--- src/rtl/core/i2p_pkg.sv ---
// infix to postfix converter: shared types, character codes and rank decoder
// no dependencies; used by the stack cell, the top level and the testbench
`default_nettype none

package i2p_pkg;

    // default operator stack depth
    localparam int STACK_DEPTH_DEF = 32;

    // character codes
    localparam logic [7:0] CH_NUL   = 8'h00;
    localparam logic [7:0] CH_LF    = 8'h0A;
    localparam logic [7:0] CH_BANG  = 8'h21;
    localparam logic [7:0] CH_AMP   = 8'h26;
    localparam logic [7:0] CH_OPEN  = 8'h28;
    localparam logic [7:0] CH_CLOSE = 8'h29;
    localparam logic [7:0] CH_STAR  = 8'h2A;
    localparam logic [7:0] CH_PLUS  = 8'h2B;
    localparam logic [7:0] CH_MINUS = 8'h2D;
    localparam logic [7:0] CH_SLASH = 8'h2F;
    localparam logic [7:0] CH_LT    = 8'h3C;
    localparam logic [7:0] CH_GT    = 8'h3E;
    localparam logic [7:0] CH_A     = 8'h41;
    localparam logic [7:0] CH_Z     = 8'h5A;
    localparam logic [7:0] CH_BAR   = 8'h7C;

    // operator ranks
    localparam logic [2:0] RANK_OPEN  = 3'd0;
    localparam logic [2:0] RANK_OR    = 3'd1;
    localparam logic [2:0] RANK_AND   = 3'd2;
    localparam logic [2:0] RANK_CMP   = 3'd3;
    localparam logic [2:0] RANK_ADD   = 3'd4;
    localparam logic [2:0] RANK_MUL   = 3'd5;
    localparam logic [2:0] RANK_UNARY = 3'd6;

    // one stack entry
    typedef struct packed {
        logic [7:0] sym;
        logic [2:0] rank;
    } t_entry;

    // shift command broadcast to every stack cell
    typedef enum logic [1:0] {
        CELL_HOLD,
        CELL_PUSH,
        CELL_POP
    } t_cell_op;

    // control states
    typedef enum logic [2:0] {
        ST_IDLE,
        ST_EMIT,
        ST_FLUSH,
        ST_CLOSE,
        ST_OPER,
        ST_PUSH2,
        ST_FIN
    } t_state;

    function automatic logic is_letter(input logic [7:0] c);
        return (c >= CH_A) && (c <= CH_Z);
    endfunction

    // binary rank after a letter or a close paren, unary rank otherwise
    function automatic logic [2:0] op_rank(input logic [7:0] c, input logic [7:0] prev);
        logic [2:0] r;
        r = RANK_UNARY;
        if (prev == CH_CLOSE || is_letter(prev)) begin
            unique case (c) inside
                CH_BAR:            r = RANK_OR;
                CH_AMP:            r = RANK_AND;
                CH_LT, CH_GT:      r = RANK_CMP;
                CH_MINUS, CH_PLUS: r = RANK_ADD;
                CH_SLASH, CH_STAR: r = RANK_MUL;
                CH_BANG:           r = RANK_UNARY;
                default:           r = RANK_UNARY;
            endcase
        end
        return r;
    endfunction

endpackage

`default_nettype wire

--- src/rtl/core/i2p_if.sv ---
// valid/ready channel interfaces for the infix to postfix converter
// input channel carries one character per beat, output one postfix character
`default_nettype none

interface i2p_in_if;
    logic       valid;
    logic       ready;
    logic [7:0] symbol;

    modport source (output valid, output symbol, input ready);
    modport sink   (input valid, input symbol, output ready);
endinterface

interface i2p_out_if;
    logic       valid;
    logic       ready;
    logic [7:0] out_char;
    logic       last;
    logic       error;

    modport source (output valid, output out_char, output last, output error, input ready);
    modport sink   (input valid, input out_char, input last, input error, output ready);
endinterface

`default_nettype wire

--- src/rtl/core/infix_to_postfix_converter.sv ---
// infix to postfix converter top level: control sequencer and cell-chain stack
// depends on i2p_pkg, i2p_in_if, i2p_out_if and i2p_cell
`default_nettype none

// Usage
// i_in takes one ASCII character per beat; o_out gives postfix characters,
// each with last (final character caused by that input) and error (stack
// underflow or overflow in that step). A zero character flushes the stack
// and ends with a newline beat marked last.
// Operator entries live in a row of cells; a push or pop shifts every cell by
// one place, so stacked entries leave one at a time.
// One character is worked on at a time: i_in.ready is high only when the
// previous character is done. A letter goes from the emit state to the output
// register. An operator pops entries of equal or higher rank, then pushes
// itself (twice for a doubled and/or); a close paren pops up to its open
// paren; a flush pops every entry, then gives the newline. An unmatched
// close or an open paren on a full stack ends in an error step.
// The output register lets a character be accepted while the last result
// still waits; a stalled receiver holds the sequencer at its next emitting
// step, nothing is dropped.
// Reset clears state, stack and paren counts, previous character, skip flag
// and output valid; the stack cells are not cleared and need no clearing pass.

module infix_to_postfix_converter #(
    parameter int STACK_DEPTH = i2p_pkg::STACK_DEPTH_DEF
) (
    input  wire logic   i_clk,
    input  wire logic   i_rst_n,
    i2p_in_if.sink      i_in,
    i2p_out_if.source   o_out
);

    localparam int CW = $clog2(STACK_DEPTH + 1);

    i2p_pkg::t_state   r_state, n_state;
    logic [CW-1:0]     r_count, n_count;
    logic [CW-1:0]     r_paren, n_paren;
    logic [7:0]        r_prev, n_prev;
    logic              r_skip, n_skip;
    logic [7:0]        r_sym, n_sym;
    logic [2:0]        r_rank, n_rank;
    logic              r_dbl, n_dbl;
    logic              r_err, n_err;
    logic              r_emitted, n_emitted;
    logic              r_out_valid, n_out_valid;
    logic [7:0]        r_out_char, n_out_char;
    logic              r_out_last, n_out_last;
    logic              r_out_err, n_out_err;

    i2p_pkg::t_cell_op w_cell_op;
    i2p_pkg::t_entry   w_new;
    i2p_pkg::t_entry   w_cells [STACK_DEPTH];
    i2p_pkg::t_entry   w_top, w_next;

    logic              w_accept, w_slot, w_empty, w_one, w_full, w_almost;
    logic [2:0]        w_in_rank;
    logic              w_in_dbl, w_pop1, w_pop2, w_op_err, w_pop_ok;
    logic              w_emit;
    logic [7:0]        w_emit_char;
    logic              w_emit_last, w_emit_err;

    // stack as a chain of cells, top at index 0
    for (genvar gi = 0; gi < STACK_DEPTH; gi++) begin : g_cell
        i2p_pkg::t_entry w_upper, w_lower;
        if (gi == 0) begin : g_first
            assign w_upper = w_new;
        end else begin : g_mid_up
            assign w_upper = w_cells[gi-1];
        end
        if (gi == STACK_DEPTH - 1) begin : g_bottom
            assign w_lower = w_cells[gi];
        end else begin : g_mid_lo
            assign w_lower = w_cells[gi+1];
        end
        i2p_cell u_cell (
            .i_clk   (i_clk),
            .i_op    (w_cell_op),
            .i_upper (w_upper),
            .i_lower (w_lower),
            .o_entry (w_cells[gi])
        );
    end

    assign w_top  = w_cells[0];
    assign w_next = w_cells[1];

    // handshake and stack status
    assign i_in.ready = i_rst_n && (r_state == i2p_pkg::ST_IDLE);
    assign w_accept   = i_in.valid && i_in.ready;
    assign w_slot     = !r_out_valid || o_out.ready;
    assign w_empty    = (r_count == '0);
    assign w_one      = (r_count == CW'(1));
    assign w_full     = (r_count == CW'(STACK_DEPTH));
    assign w_almost   = (r_count == CW'(STACK_DEPTH - 1));

    // overflow of an incoming operator, known before its pops
    assign w_in_rank = i2p_pkg::op_rank(i_in.symbol, r_prev);
    assign w_in_dbl  = (i_in.symbol == i2p_pkg::CH_AMP) || (i_in.symbol == i2p_pkg::CH_BAR);
    assign w_pop1    = !w_empty && (w_top.rank >= w_in_rank);
    assign w_pop2    = w_pop1 && !w_one && (w_next.rank >= w_in_rank);
    assign w_op_err  = (w_full && (w_in_dbl ? !w_pop2 : !w_pop1))
                     || (w_almost && w_in_dbl && !w_pop1);

    assign w_pop_ok  = !w_empty && (w_top.rank >= r_rank);

    // next state
    always_comb begin
        n_state = r_state;
        unique case (r_state)
            i2p_pkg::ST_IDLE: begin
                if (w_accept) begin
                    if (i_in.symbol == i2p_pkg::CH_NUL) begin
                        n_state = i2p_pkg::ST_FLUSH;
                    end else if (r_skip) begin
                        n_state = i2p_pkg::ST_IDLE;
                    end else if (i2p_pkg::is_letter(i_in.symbol)) begin
                        n_state = i2p_pkg::ST_EMIT;
                    end else if (i_in.symbol == i2p_pkg::CH_OPEN) begin
                        n_state = w_full ? i2p_pkg::ST_FIN : i2p_pkg::ST_IDLE;
                    end else if (i_in.symbol == i2p_pkg::CH_CLOSE) begin
                        n_state = i2p_pkg::ST_CLOSE;
                    end else begin
                        n_state = i2p_pkg::ST_OPER;
                    end
                end
            end
            i2p_pkg::ST_EMIT: begin
                if (w_slot) n_state = i2p_pkg::ST_IDLE;
            end
            i2p_pkg::ST_FLUSH: begin
                if (w_slot && w_empty) n_state = i2p_pkg::ST_IDLE;
            end
            i2p_pkg::ST_CLOSE: begin
                if (w_empty) begin
                    n_state = i2p_pkg::ST_FIN;
                end else if (w_top.sym == i2p_pkg::CH_OPEN) begin
                    n_state = i2p_pkg::ST_IDLE;
                end
            end
            i2p_pkg::ST_OPER: begin
                if (!w_pop_ok) n_state = r_dbl ? i2p_pkg::ST_PUSH2 : i2p_pkg::ST_FIN;
            end
            i2p_pkg::ST_PUSH2: begin
                n_state = i2p_pkg::ST_FIN;
            end
            i2p_pkg::ST_FIN: begin
                if (!(r_err && !r_emitted) || w_slot) n_state = i2p_pkg::ST_IDLE;
            end
            default: n_state = i2p_pkg::ST_IDLE;
        endcase
    end

    // stack control, emitted beats and step registers
    always_comb begin
        n_count     = r_count;
        n_paren     = r_paren;
        n_prev      = r_prev;
        n_skip      = r_skip;
        n_sym       = r_sym;
        n_rank      = r_rank;
        n_dbl       = r_dbl;
        n_err       = r_err;
        n_emitted   = r_emitted;
        w_cell_op   = i2p_pkg::CELL_HOLD;
        w_new       = '{sym: r_sym, rank: r_rank};
        w_emit      = 1'b0;
        w_emit_char = r_sym;
        w_emit_last = 1'b0;
        w_emit_err  = 1'b0;
        unique case (r_state)
            i2p_pkg::ST_IDLE: begin
                w_new = '{sym: i2p_pkg::CH_OPEN, rank: i2p_pkg::RANK_OPEN};
                if (w_accept) begin
                    n_sym     = i_in.symbol;
                    n_err     = 1'b0;
                    n_emitted = 1'b0;
                    if (i_in.symbol == i2p_pkg::CH_NUL) begin
                        // the flush empties the stack, so no open paren survives it
                        n_prev  = i2p_pkg::CH_NUL;
                        n_skip  = 1'b0;
                        n_paren = '0;
                    end else if (r_skip) begin
                        n_prev = i_in.symbol;
                        n_skip = 1'b0;
                    end else begin
                        n_prev = i_in.symbol;
                        if (i2p_pkg::is_letter(i_in.symbol)) begin
                            n_err = 1'b0;
                        end else if (i_in.symbol == i2p_pkg::CH_OPEN) begin
                            if (w_full) begin
                                n_err = 1'b1;
                            end else begin
                                w_cell_op = i2p_pkg::CELL_PUSH;
                                n_count   = r_count + CW'(1);
                                n_paren   = r_paren + CW'(1);
                            end
                        end else if (i_in.symbol == i2p_pkg::CH_CLOSE) begin
                            n_err = (r_paren == '0);
                        end else begin
                            n_rank = w_in_rank;
                            n_dbl  = w_in_dbl;
                            n_err  = w_op_err;
                            n_skip = w_in_dbl;
                        end
                    end
                end
            end
            i2p_pkg::ST_EMIT: begin
                if (w_slot) begin
                    w_emit      = 1'b1;
                    w_emit_char = r_sym;
                    w_emit_last = 1'b1;
                end
            end
            i2p_pkg::ST_FLUSH: begin
                if (w_slot) begin
                    w_emit = 1'b1;
                    if (!w_empty) begin
                        w_emit_char = w_top.sym;
                        w_cell_op   = i2p_pkg::CELL_POP;
                        n_count     = r_count - CW'(1);
                    end else begin
                        w_emit_char = i2p_pkg::CH_LF;
                        w_emit_last = 1'b1;
                    end
                end
            end
            i2p_pkg::ST_CLOSE: begin
                if (!w_empty) begin
                    if (w_top.sym == i2p_pkg::CH_OPEN) begin
                        w_cell_op = i2p_pkg::CELL_POP;
                        n_count   = r_count - CW'(1);
                        n_paren   = r_paren - CW'(1);
                    end else if (w_slot) begin
                        w_emit      = 1'b1;
                        w_emit_char = w_top.sym;
                        w_emit_last = w_one || (w_next.sym == i2p_pkg::CH_OPEN);
                        w_emit_err  = r_err;
                        w_cell_op   = i2p_pkg::CELL_POP;
                        n_count     = r_count - CW'(1);
                        n_emitted   = 1'b1;
                    end
                end
            end
            i2p_pkg::ST_OPER: begin
                if (w_pop_ok) begin
                    if (w_slot) begin
                        w_emit      = 1'b1;
                        w_emit_char = w_top.sym;
                        w_emit_last = w_one || (w_next.rank < r_rank);
                        w_emit_err  = r_err;
                        w_cell_op   = i2p_pkg::CELL_POP;
                        n_count     = r_count - CW'(1);
                        n_emitted   = 1'b1;
                    end
                end else if (!w_full) begin
                    w_cell_op = i2p_pkg::CELL_PUSH;
                    n_count   = r_count + CW'(1);
                end
            end
            i2p_pkg::ST_PUSH2: begin
                if (!w_full) begin
                    w_cell_op = i2p_pkg::CELL_PUSH;
                    n_count   = r_count + CW'(1);
                end
            end
            i2p_pkg::ST_FIN: begin
                // error step with nothing emitted gives a single zero beat
                if (r_err && !r_emitted && w_slot) begin
                    w_emit      = 1'b1;
                    w_emit_char = i2p_pkg::CH_NUL;
                    w_emit_last = 1'b1;
                    w_emit_err  = 1'b1;
                end
            end
            default: begin
                w_cell_op = i2p_pkg::CELL_HOLD;
            end
        endcase
    end

    // output register
    always_comb begin
        n_out_valid = w_emit || (r_out_valid && !o_out.ready);
        n_out_char  = w_emit ? w_emit_char : r_out_char;
        n_out_last  = w_emit ? w_emit_last : r_out_last;
        n_out_err   = w_emit ? w_emit_err  : r_out_err;
    end

    // control registers
    always_ff @(posedge i_clk) begin
        if (!i_rst_n) begin
            r_state     <= i2p_pkg::ST_IDLE;
            r_count     <= '0;
            r_paren     <= '0;
            r_prev      <= i2p_pkg::CH_NUL;
            r_skip      <= 1'b0;
            r_out_valid <= 1'b0;
        end else begin
            r_state     <= n_state;
            r_count     <= n_count;
            r_paren     <= n_paren;
            r_prev      <= n_prev;
            r_skip      <= n_skip;
            r_out_valid <= n_out_valid;
        end
    end

    // step and beat payload
    always_ff @(posedge i_clk) begin
        r_sym      <= n_sym;
        r_rank     <= n_rank;
        r_dbl      <= n_dbl;
        r_err      <= n_err;
        r_emitted  <= n_emitted;
        r_out_char <= n_out_char;
        r_out_last <= n_out_last;
        r_out_err  <= n_out_err;
    end

    assign o_out.valid    = r_out_valid;
    assign o_out.out_char = r_out_char;
    assign o_out.last     = r_out_last;
    assign o_out.error    = r_out_err;

    // stack count never passes the depth
    a_count_bound: assert property (@(posedge i_clk) disable iff (!i_rst_n)
        r_count <= CW'(STACK_DEPTH))
        else $error("stack count beyond depth");

    // open parens on the stack are a subset of all entries
    a_paren_bound: assert property (@(posedge i_clk) disable iff (!i_rst_n)
        r_paren <= r_count)
        else $error("open paren count exceeds stack count");

    // a pending skip always follows a doubled operator
    a_skip_src: assert property (@(posedge i_clk) disable iff (!i_rst_n)
        r_skip |-> (r_prev == i2p_pkg::CH_AMP || r_prev == i2p_pkg::CH_BAR))
        else $error("skip pending without a doubled operator");

    // a zero character starts a flush and returns to expression start
    a_flush_start: assert property (@(posedge i_clk) disable iff (!i_rst_n)
        (w_accept && i_in.symbol == i2p_pkg::CH_NUL)
        |=> (r_state == i2p_pkg::ST_FLUSH && !r_skip && r_prev == i2p_pkg::CH_NUL))
        else $error("flush did not start on zero character");

endmodule

`default_nettype wire

--- src/rtl/core/i2p_cell.sv ---
// one operator stack cell: holds the entry at a fixed depth from the top
// depends on i2p_pkg for the entry type and the shift command
`default_nettype none

module i2p_cell (
    input  wire logic              i_clk,
    input  wire i2p_pkg::t_cell_op i_op,
    input  wire i2p_pkg::t_entry   i_upper,
    input  wire i2p_pkg::t_entry   i_lower,
    output i2p_pkg::t_entry        o_entry
);

    i2p_pkg::t_entry r_entry;
    i2p_pkg::t_entry n_entry;

    // push takes the entry above, pop takes the entry below
    always_comb begin
        case (i_op)
            i2p_pkg::CELL_PUSH: n_entry = i_upper;
            i2p_pkg::CELL_POP:  n_entry = i_lower;
            default:            n_entry = r_entry;
        endcase
    end

    always_ff @(posedge i_clk) begin
        r_entry <= n_entry;
    end

    assign o_entry = r_entry;

endmodule

`default_nettype wire

--- src/flat_wrapper.sv ---
// flat-port wrapper written by rule: the top's interface ports become plain ports
module infix_to_postfix_converter_flat 
#(
    parameter int STACK_DEPTH = i2p_pkg::STACK_DEPTH_DEF
)
  (i_clk, i_rst_n, i_in_valid, i_in_symbol, i_in_ready, o_out_valid, o_out_out_char, o_out_last, o_out_error, o_out_ready);
  i2p_in_if i_in_i ();
  i2p_out_if o_out_i ();
  input  wire logic i_clk;
  input  wire logic i_rst_n;
  input wire logic [$bits(i_in_i.valid)-1:0] i_in_valid;
  input wire logic [$bits(i_in_i.symbol)-1:0] i_in_symbol;
  output wire logic [$bits(i_in_i.ready)-1:0] i_in_ready;
  output wire logic [$bits(o_out_i.valid)-1:0] o_out_valid;
  output wire logic [$bits(o_out_i.out_char)-1:0] o_out_out_char;
  output wire logic [$bits(o_out_i.last)-1:0] o_out_last;
  output wire logic [$bits(o_out_i.error)-1:0] o_out_error;
  input wire logic [$bits(o_out_i.ready)-1:0] o_out_ready;
  assign i_in_i.valid = i_in_valid;
  assign i_in_i.symbol = i_in_symbol;
  assign i_in_ready = i_in_i.ready;
  assign o_out_valid = o_out_i.valid;
  assign o_out_out_char = o_out_i.out_char;
  assign o_out_last = o_out_i.last;
  assign o_out_error = o_out_i.error;
  assign o_out_i.ready = o_out_ready;
  infix_to_postfix_converter #(.STACK_DEPTH(STACK_DEPTH)) u_core (.i_clk(i_clk), .i_rst_n(i_rst_n), .i_in(i_in_i), .o_out(o_out_i));
endmodule
--- config.mk ---
export PLATFORM = sky130hd
export DESIGN_NAME = infix_to_postfix_converter_flat
export DESIGN_NICKNAME = d
export VERILOG_FILES = /design/src/rtl/core/i2p_pkg.sv /design/src/rtl/core/i2p_if.sv /design/src/rtl/core/infix_to_postfix_converter.sv /design/src/rtl/core/i2p_cell.sv /design/src/flat_wrapper.sv
export SDC_FILE = /design/constraint.sdc
export NUM_CORES = 1
export LEC_CHECK = 0
export BUFFER_PORTS_ARGS = -buffer_cell sky130_fd_sc_hd__buf_2
export CORE_MARGIN = 5
export CORE_UTILIZATION = 55
export CTS_BUF_LIST = sky130_fd_sc_hd__clkbuf_2
export CTS_CLUSTER_SIZE = 28
export DETAILED_ROUTE_END_ITERATION = 16
export GPL_TIMING_DRIVEN = 0
export PLACE_DENSITY_LB_ADDON = 0.12
export SKIP_LAST_GASP = 1
export SLEW_MARGIN = 0
export SYNTH_ARGS = -nofsm -noshare
export SYNTH_HDL_FRONTEND = slang
export SYNTH_SLANG_ARGS = --single-unit
--- constraint.sdc ---
create_clock -name i_clk -period 12 [get_ports i_clk]
set_input_delay 3 -clock i_clk [delete_from_list [all_inputs] [get_ports i_clk]]
set_output_delay 3 -clock i_clk [all_outputs]
set_load 0.005 [all_outputs]
# Word-level counts from Yosys, hierarchy flattened
# Index checks and enable logic that the tools add are counted.
# W data, S select, Z words.
[totals]
mem_bits_ro = 0
n_memories = 0
wordCells = 316
inputBits = 12
ff_bits = 401
ramBits = 0
out_inout_bits = 12
latchBits = 0
[op_classes]
n_eq_ne = 44
shift = 0
order_cmp = 8
n_reduce_logical = 50
bitwise_logic = 5
multipliers = 0
n_mux = 127
add_sub_neg = 4
div_mod_pow = 0
[op_table]
columns = ["cell", "n"]
rows = [
  ["$pmux W11 S2", 31],
  ["$mux W6", 20],
  ["$eq A8 B6 Y1 const B", 12],
  ["$mux W8", 8],
  ["$mux W3", 14],
  ["$pmux W8 S4", 1],
  ["$mux W1", 31],
  ["$pmux W6 S5", 1],
  ["$mux W2", 12],
  ["$pmux W3 S7", 1],
  ["$ge A8 B7 Y1 const B", 2],
  ["$le A8 B7 Y1 const B", 2],
  ["$ne A2 B2 Y1 const B", 8],
  ["$logic_and A1 B1 Y1", 15],
  ["$pmux W3 S5", 1],
  ["$ne A2 B1 Y1 const B", 7],
  ["$add A6 B1 Y6 const B", 2],
  ["$logic_not A6 Y1", 2],
  ["$ne A3 B3 Y1 const B", 4],
  ["$pmux W6 S2", 1],
  ["$sub A6 B1 Y6 const B", 2],
  ["$mux W11", 1],
  ["$pmux W2 S5", 1],
  ["$eq A3 B3 Y1 const B", 3],
  ["30 further kinds", 56],
]

# Logic depth before layout (Yosys ltp)
# Gate-level depths: netlist (run 1).
[logic_depth]
word_depth = 14
depth_mapped = 14
mapped_depth_nobuf = 12

# By module
# Synthesis (run 1) repeated with hierarchy kept, for this count alone.
[hier_totals]
cells_unflattened = 1280
area_unflattened_um2 = 20424.6
[by_module_without_submodules]
columns = ["mod", "cells_each", "n_inst", "seq_area_each_um2", "area_per_inst_um2"]
rows = [
  ["i2p_cell", 26, 32, 330.3, 523.0],
  ["infix_to_postfix_converter", 448, 1, 1221.2, 3688.5],
]

# Least setup slack after synthesis (run 1)
# Ideal clock, no wire load.
[synth_timing]
path_type = "in2reg"
start = "input i_in_symbol[2]"
end = "register u_core.g_cell[0].u_cell.r_entry (netlist bit u_core.g_cell[0].u_cell.o_entry[0]) (enable)"
t_arrival_ns = 11.158
slack_ns = 0.150
t_required_ns = 11.308
path_stages = 9
cell_sequence = "clkbuf_1 nor3_1 nand3_1 a31oi_1 nand2_1 nor3_1 o21ai_0 ha_1 inv_1"
[synth_between]
elab_chain_cells = 9
word_cells_on_any_way = 14
[synth_lines]
columns = ["item", "line_no", "text"]
rows = [
  ["start: declaration", "flat_wrapper.sv:12", "input wire logic [$bits(i_in_i.symbol)-1:0] i_in_symbol;"],
  ["$ge A8 B7 Y1, or another cell as far along", "i2p_pkg.sv:61", "return (c >= CH_A) && (c <= CH_Z);"],
  ["$logic_and A1 B1 Y1 / $mux W2 (equally long branches)", "i2p_pkg.sv:61, infix_to_postfix_converter.sv:189", ""],
  ["$mux W2", "infix_to_postfix_converter.sv:187", "if (i2p_pkg::is_letter(i_in.symbol)) begin"],
  ["$mux W2", "infix_to_postfix_converter.sv:182", "end else if (r_skip) begin"],
  ["$mux W2 *", "infix_to_postfix_converter.sv:177", "if (i_in.symbol == i2p_pkg::CH_NUL) begin"],
  ["$mux W2 *", "infix_to_postfix_converter.sv:173", "if (w_accept) begin"],
  ["$pmux W2 S5 *", "infix_to_postfix_converter.sv:170", "unique case (r_state)"],
  ["$eq A2 B2 Y1 / $eq A2 B1 Y1 (equally long branches)", "i2p_cell.sv:18", "case (i_op)"],
  ["$reduce_bool A2 Y1 (no source line) *", "n/a", ""],
  ["end signal: assignment", "i2p_cell.sv:26", "r_entry <= n_entry;"],
  ["end: declaration", "i2p_cell.sv:13", "i2p_pkg::t_entry r_entry;"],
]
# Mark *: on every way between the ends. The rest lies on a longest branch, timed or not.
# A chain may end at the register's enable or synchronous reset.

# Worst setup path after layout (run 1)
[layout_timing]
start = "input i_rst_n"
end = "output i_in_ready"
[layout_between]
elab_chain_cells = 1
[layout_lines]
columns = ["item", "line_no", "text"]
rows = [
  ["start: declaration", "flat_wrapper.sv:10", "input wire logic i_rst_n;"],
  ["$logic_and A1 B1 Y1", "infix_to_postfix_converter.sv:88", "assign i_in.ready = i_rst_n && (r_state == i2p_pkg::ST_IDLE);"],
  ["end: declaration", "flat_wrapper.sv:13", "output wire logic [$bits(i_in_i.ready)-1:0] i_in_ready;"],
]
# Every way passes these cells.

==> results of run 1 <==
-- layout by cell type (no fill, tap or decap), types with 10 or more instances in the layout --
| master | instances |
|---|---|
| clkinv_1 | 12 |
| edfxtp_1 | 376 |
| clkbuf_2 | 159 |
| dfxtp_1 | 25 |
| nand3_1 | 13 |
| nor3_1 | 11 |
| ha_1 | 19 |
| a31oi_1 | 10 |
| inv_1 | 17 |
| nor2_1 | 34 |
| nand2_1 | 61 |
| a21oi_1 | 40 |
| mux2_2 | 328 |
| buf_2 | 24 |
| clkbuf_1 | 58 |
| o21ai_0 | 38 |
-- cells by family after synthesis --
group	count (synthesis)	synth area share
fa+ha+maj	19	0.01316
flops	401	0.6526
buf+inv	82	0.01835
mux	329	0.2050
compound gates	156	0.05678
xor+xnor	5	0.002424
simple gates	179	0.05173
-- how the worst min path moves through the flow --
| stage | endpoint | slack (ns) | cells past startpoint |
|---|---|---|---|
| detailed placement | u_core.g_cell[31].u_cell.o_entry[0]$_DFFE_PN_ | 0.43 | 0 |
| global placement | u_core.g_cell[31].u_cell.o_entry[8]$_DFFE_PN_ | 0.43 | 0 |
| finish | u_core.g_cell[31].u_cell.o_entry[2]$_DFFE_PN_ | 0.45 | 0 |
| global route | u_core.g_cell[31].u_cell.o_entry[2]$_DFFE_PN_ | 0.47 | 0 |
| floorplan | u_core.g_cell[31].u_cell.o_entry[0]$_DFFE_PN_ | 0.42 | 0 |
| CTS | u_core.g_cell[31].u_cell.o_entry[0]$_DFFE_PN_ | 0.44 | 0 |
-- critical path, cell delays in order --
cell      delay [ns]
buf_2           0.10
clkbuf_1        0.51
inv_1           0.31
clkbuf_1        0.39
nor2_1          0.21
buf_2           0.14
-- layout make-up --
type	instances	area [µm²]	share of cell area
antenna	3	7.507	0.0003805
buffer	63	260.3	0.01319
multi-input combinational	688	5946	0.3014
timing repair buffer	25	170.2	0.008626
inverter	19	78.83	0.003996
sequential	401	11790	0.5977
tap	442	553.0	0.02803
clock buffer	159	795.8	0.04034
clock inverter	18	125.1	0.006342
-- per-layer routing --
metal | vias up | part of all wire
met5 | - | 0
met4 | 0 | 0.027
met3 | 82 | 0.048
met2 | 281 | 0.46
met1 | 5143 | 0.47
li1 | 4871 | -
-- registers in the layout, indices dropped and copies added, names as in the netlist --
| register | flops |
|---|---|
| u_core.r_rank | 3 |
| u_core.r_dbl | 1 |
| u_core.r_state | 3 |
| u_core.r_sym | 8 |
| u_core.r_paren | 6 |
| u_core.o_out.out_char | 8 |
| u_core.r_skip | 1 |
| u_core.r_emitted | 1 |
| u_core.o_out.last | 1 |
| u_core.r_count | 6 |
| u_core.o_out.valid | 1 |
| u_core.r_err | 1 |
| u_core.o_out.error | 1 |
| u_core.r_prev | 8 |
| u_core.g_cell.u_cell.o_entry | 352 |
-- power by group through the flow --
stage               clock [mW]  sequential [mW]  combinational, mW
floorplan                    0             2.94               1.04
global placement             0             3.15               1.24
detailed placement           0             2.93               1.35
CTS                      0.965             2.90               1.35
global route              1.05             2.97               1.48
finish                   0.924             2.89               1.35
-- metrics by stage --
stage	util	hold WS, ns	instances
6_report	0.6079	0.4515	1818
5_1_grt	0.6077	0.4688	1816
4_1_cts	0.6076	0.4364	1815
3_5_place_dp	0.5793	0.4343	1638
3_3_place_gp	0.5773	0.4264	1636
2_1_floorplan	-	0.4204	1171
==> summary.txt, run 1 <==
Run status
  – Status: finished, final reports clean

Drt
  – Post-route DRC: 0
  – DRT iter0 DRCs: 900
  – DR WL/cell: ~19 µm
  – Vias post-DR: roughly 10000
  – Final wirelength: 34490 µm
  – Drt first pass iters: 6
  – Routed Antenna Nets: 0
  – Via-to-Cell Ratio: 5.708

Place
  – Routability Congestion: 0.8819
  – Number of port buffers: 23
  – Pre-CTS setup slack: 4.428 ns
  – Area after DPL: ~0.019 mm²
  – Placed wire-length estimate: 22700 µm

Logic synthesis
  – Synth Area per Inst: between 15 and 20 µm²
  – Synth area leader: edfxtp_1
  – Synth top area cells: edfxtp_1 62%, mux2_2 20%, dfxtp_1 2.8%
  – Async SR Flop Fraction: 0
  – Yosys cell types: 71
  – Top cells by count, synth: 376 x edfxtp_1, 328 x mux2_2, 61 x nand2_1
  – Post-synth EDFFs: 376
  – Synthesized area: 0.01807 mm²
  – Seq/Total Area, Yosys: 0.6526
  – Synth Net Count: 1202
  – Cells after Synth: 1171
  – Number of synthesized register bits: 401
  – Synth top area share: 0.6249
  – Cell with the most instances after synthesis: edfxtp_1
  – Ys Warns: 0
  – Ys flop type: edfxtp_1

Timing
  – Fmax: 0.1305 GHz
  – Setup TNS: 0 ns
  – Slew Limit Fails: 0
  – Clk_skew: 0.05335 ns
  – Hold Vio Cnt, Final: 0
  – RSZ-0062 raised after global routing: false
  – Post-layout min period: 7.661 ns
  – Setup-failing EPs final: 0
  – Slew headroom: 0.1533
  – Worst slew pin tran: 1.260 ns
  – Period Utilization, post-route: 0.6384
  – Setup WS post-layout: 4.339 ns

Final layout
  – Syn-to-layout area delta: 9.182%
  – Final Cell Area: around 0.02 mm²
  – Filler Cell Count: 2600
  – Nets: 1331
  – Layout cells sized above 1: 0.3911

GRT
  – Met2 Track Usage GR: 0.2865
  – Vias in the first global route: 10840
  – Grt total ovfl: 0
  – First-pass GRT wire length: 55850 µm
  – Top Usage Layer GRT: met2
  – Largest net degree at the start of global routing: between 100 and 150
  – Met3 Resource Use GR: 0.04346
  – Total track usage: 0.1899
  – Initial antenna violation count: 1
  – GRT met1 Usage: 0.2686

Critical path
  – Crit end category: output pin
  – R2R setup slack: 7.16 ns
  – Setup CP Type: input port to output pin
  – Worst Path Max Fanout: 10
  – Reg2Reg Depth: 9
  – CP endpoint: i_in_ready
  – R2r startpoint: u_core.r_state[2]$_SDFFE_PN0P_
  – Crit path from: i_rst_n
  – Reg2reg end: u_core.g_cell[27].u_cell.o_entry[10]$_DFFE_PP_
  – CP Launch Type: input port
  – WP data arrival: 4.66 ns
  – WP data required: around 9 ns

Clock tree
  – Clock transition at path regs: approximately 0.09 ns
  – Max Root-Sink Buffers: 3
  – Postcts setup bufs: 0
  – CTS Root Cell: clkbuf_2
  – CTS tree: yes
  – Clock Sink Count: 401
  – Num CTS Buffers: 102
  – Hold buffer count at CTS: 0
  – # resized after CTS: 0
  – CTS H-tree depth: 3
  – Clk_lat worst skew: 0.96 ns

Run
  – Max Cap Viol: 0

Power
  – Clock power frac: 0.179
  – Flop pwr share: 0.560
  – Gate power share: 0.261
  – PD cells: 261.4 mW/mm²
  – Tot Pwr: 5.158 mW
  – Net switching power: around 1.6 mW
  – Leak: 6.725 nW
  – Sw frac: 0.3136
  – Pint: 3.540 mW
  – Max VDD drop: 0.1851 mV

Floorplan
  – Die area: 0.03658 mm²
  – Num rows: 66
  – Core area: 0.03245 mm²
  – Chip width: 191.3 µm
  – Die height: ~190 µm
  – I/O pin total: 24
  – Starting density of the core: 0.5568

Min path
  – Hold Startpoint: u_core.g_cell[30].u_cell.o_entry[2]$_DFFE_PP_
  – Worst Hold Class: flip-flop to flip-flop
(Power assumes the default switching activity.)
==> run 2, diff against run 1 <==
- clock period: 12 -> 7.5 ns (I/O delays scaled with it)
==> summary.txt, run 2 (same netlist as run 1, synthesis figures left out) <==
Final layout
  – Commonest non-fill, non-tap cell in the layout: edfxtp_1
  – Non-Filler Instances: 1824 (+0.33%)
  – Filler Cell Count: 2597 (-0.12%)
  – Syn-to-layout area delta: 9.875%
  – Layout cells sized above 1: 0.3841 (-0.007056)
  – Multi-input logic area: 0.005974 mm² (+0.48%)
  – Seq. cell area: 0.01179 mm² (unchanged)
  – Max reg flops: 352 (unchanged)
  – Most frequent cells in the layout: 376 x edfxtp_1, 328 x mux2_2, 134 x clkbuf_2, 61 x nand2_1, 55 x clkbuf_1
  – Nets: 1336 (+0.38%)

Critical path
  – Crit end category: output pin
  – WP data arrival: 3.47 ns (-1.19 ns)
  – Largest stage delay on the critical path: 0.52 ns (about the same)
  – CP Launch Type: input port
  – Slowest CP cell: clkbuf_1
  – Setup CP Type: input port to output pin
  – Worst Path Max Fanout: 10 (unchanged)
  – Crit path cell chain: buf_2 > clkbuf_1 > inv_1 > clkbuf_1 > nor2_1 > buf_2
  – WP data required: 5.62 ns (-3.38 ns)
  – R2R setup slack: 2.53 ns (-4.63 ns)

Power
  – Leak: 6.706 nW (-0.27%)
  – Max VDD drop: 0.2123 mV (+15%)
  – PD cells: 417.5 mW/mm² (+60%)

Clock tree
  – # resized after CTS: 0 (unchanged)
  – Clock transition at path regs: 0.09 ns (about the same)
  – Max Root-Sink Buffers: 3 (unchanged)
  – CTS Root Cell: clkbuf_2
  – CTS H-tree depth: 3 (unchanged)
  – Clk_lat worst skew: 1.00 ns (+0.04 ns)
  – Clock Sink Count: 401 (unchanged)
  – Num CTS Buffers: 101 (-0.98%)
  – CTS tree: yes
  – Hold buffer count at CTS: 0 (unchanged)
  – Postcts setup bufs: 0 (unchanged)

Floorplan
  – Starting density of the core: 0.5568 (unchanged)
  – Core area: 0.03245 mm² (unchanged)
  – Die area: 0.03658 mm² (unchanged)
  – Die height: 191.3 µm (unchanged)
  – I/O pin total: 24 (unchanged)
  – Chip width: 191.3 µm (unchanged)
  – Num rows: 66 (unchanged)

GRT
  – Largest net degree at the start of global routing: 45 (-66%)
  – Initial antenna violation count: 2 (+1)
  – Total track usage: 0.1966 (+0.006699)
  – First-pass GRT wire length: 56990 µm (+2.0%)
  – Grt total ovfl: 0 (unchanged)
  – Vias in the first global route: 10740 (-0.95%)

Place
  – Placed wire-length estimate: 24010 µm (+5.8%)
  – Pre-CTS setup slack: 1.655 ns (-2.772 ns)
  – Routability Congestion: 0.8724 (-1.1%)
  – Number of port buffers: 23 (unchanged)
  – Placed cell count: 1644 (+0.37%)

Run
  – Max Cap Viol: 0 (unchanged)

Timing
  – Setup WS post-layout: 2.151 ns (-2.188 ns)
  – Hold Vio Cnt, Final: 0 (unchanged)
  – WHS: 0.4564 ns (+0.004920 ns)
  – Post-layout min period: 5.349 ns
  – Period Utilization, post-route: 0.7132
  – Fmax: 0.1870 GHz
  – Worst slew pin tran: 1.076 ns (-0.1845 ns)
  – RSZ-0062 raised after global routing: false
  – Slew headroom: 0.2794 (+0.1261)
  – Slew Limit Fails: 0 (unchanged)
  – Clk_skew: 0.07782 ns (+0.02447 ns)
  – Setup TNS: 0 ns (unchanged)
  – Setup-failing EPs final: 0 (unchanged)

Drt
  – DR WL/cell: 19.52 µm (+2.9%)
  – Final wirelength: 35610 µm (+3.3%)
  – Post-route DRC: 0 (unchanged)
  – DRT iter0 DRCs: 752 (-16%)
  – Routed Antenna Nets: 0 (unchanged)
  – Vias post-DR: 10310 (-0.68%)
  – Drt first pass iters: 6 (unchanged)
  – Via-to-Cell Ratio: 5.650 (-1.0%)

Run status
  – Status: finished, final reports clean

Min path
  – Worst Hold Class: flip-flop to flip-flop
## run 2: changes by cell type in the layout (fill, tap and decap cells not counted), moves of 3 or more
cell | previous run | this run
buf_12 | 0 | 8
clkbuf_1 | 58 | 55
clkbuf_2 | 159 | 134
clkinv_1 | 12 | 33
clkinvlp_4 | 0 | 6
## run 2: worst paths after layout
check                                                                      to  cells past startpoint                                          start
worst min-delay path            u_core.g_cell[31].u_cell.o_entry[9]$_DFFE_PN_                      0  u_core.g_cell[30].u_cell.o_entry[9]$_DFFE_PP_
worst max register to register   u_core.g_cell[7].u_cell.o_entry[1]$_DFFE_PP_                     12                 u_core.r_state[2]$_SDFFE_PN0P_
worst min register to register  u_core.g_cell[31].u_cell.o_entry[9]$_DFFE_PN_                      0  u_core.g_cell[30].u_cell.o_entry[9]$_DFFE_PP_
worst max-delay path                                               i_in_ready                      6                                        i_rst_n
## run 2: area by class of cell
type	count	area share
buffer	63	0.01443
antenna	2	0.0002521
tap	442	0.02786
sequential	401	0.5939
clock buffer	133	0.03353
multi-input combinational	688	0.3009
clock inverter	45	0.01141
timing repair buffer	31	0.01387
inverter	19	0.003781
## run 2: where the power goes
group          internal [mW]  switching [mW]  total, mW
Clock                  0.527           0.882       1.41
Sequential              4.05           0.570       4.62
Combinational           1.05            1.20       2.26
## run 2: critical path, delay by kind of cell
family | cells | cell delay [ns]
buffers and inverters | 5 | 1.42
and+or+nand+nor | 1 | 0.17
## run 2: metal layers
metal | GRT usage | part of all wire
met1 | 0.2778 | 0.46
met2 | 0.3041 | 0.47
met3 | 0.04602 | 0.050
met4 | 0.06464 | 0.022
met5 | 0 | 0
## run 2: through the flow
stage | area (µm²) | util | total power, mW
2_1_floorplan | 18130 | - | 6.264
3_3_place_gp | 18800 | 0.5792 | 6.653
3_5_place_dp | 18960 | 0.5841 | 6.953
4_1_cts | 19850 | 0.6116 | 8.389
5_1_grt | 19850 | 0.6117 | 8.813
6_report | 19850 | 0.6117 | 8.288
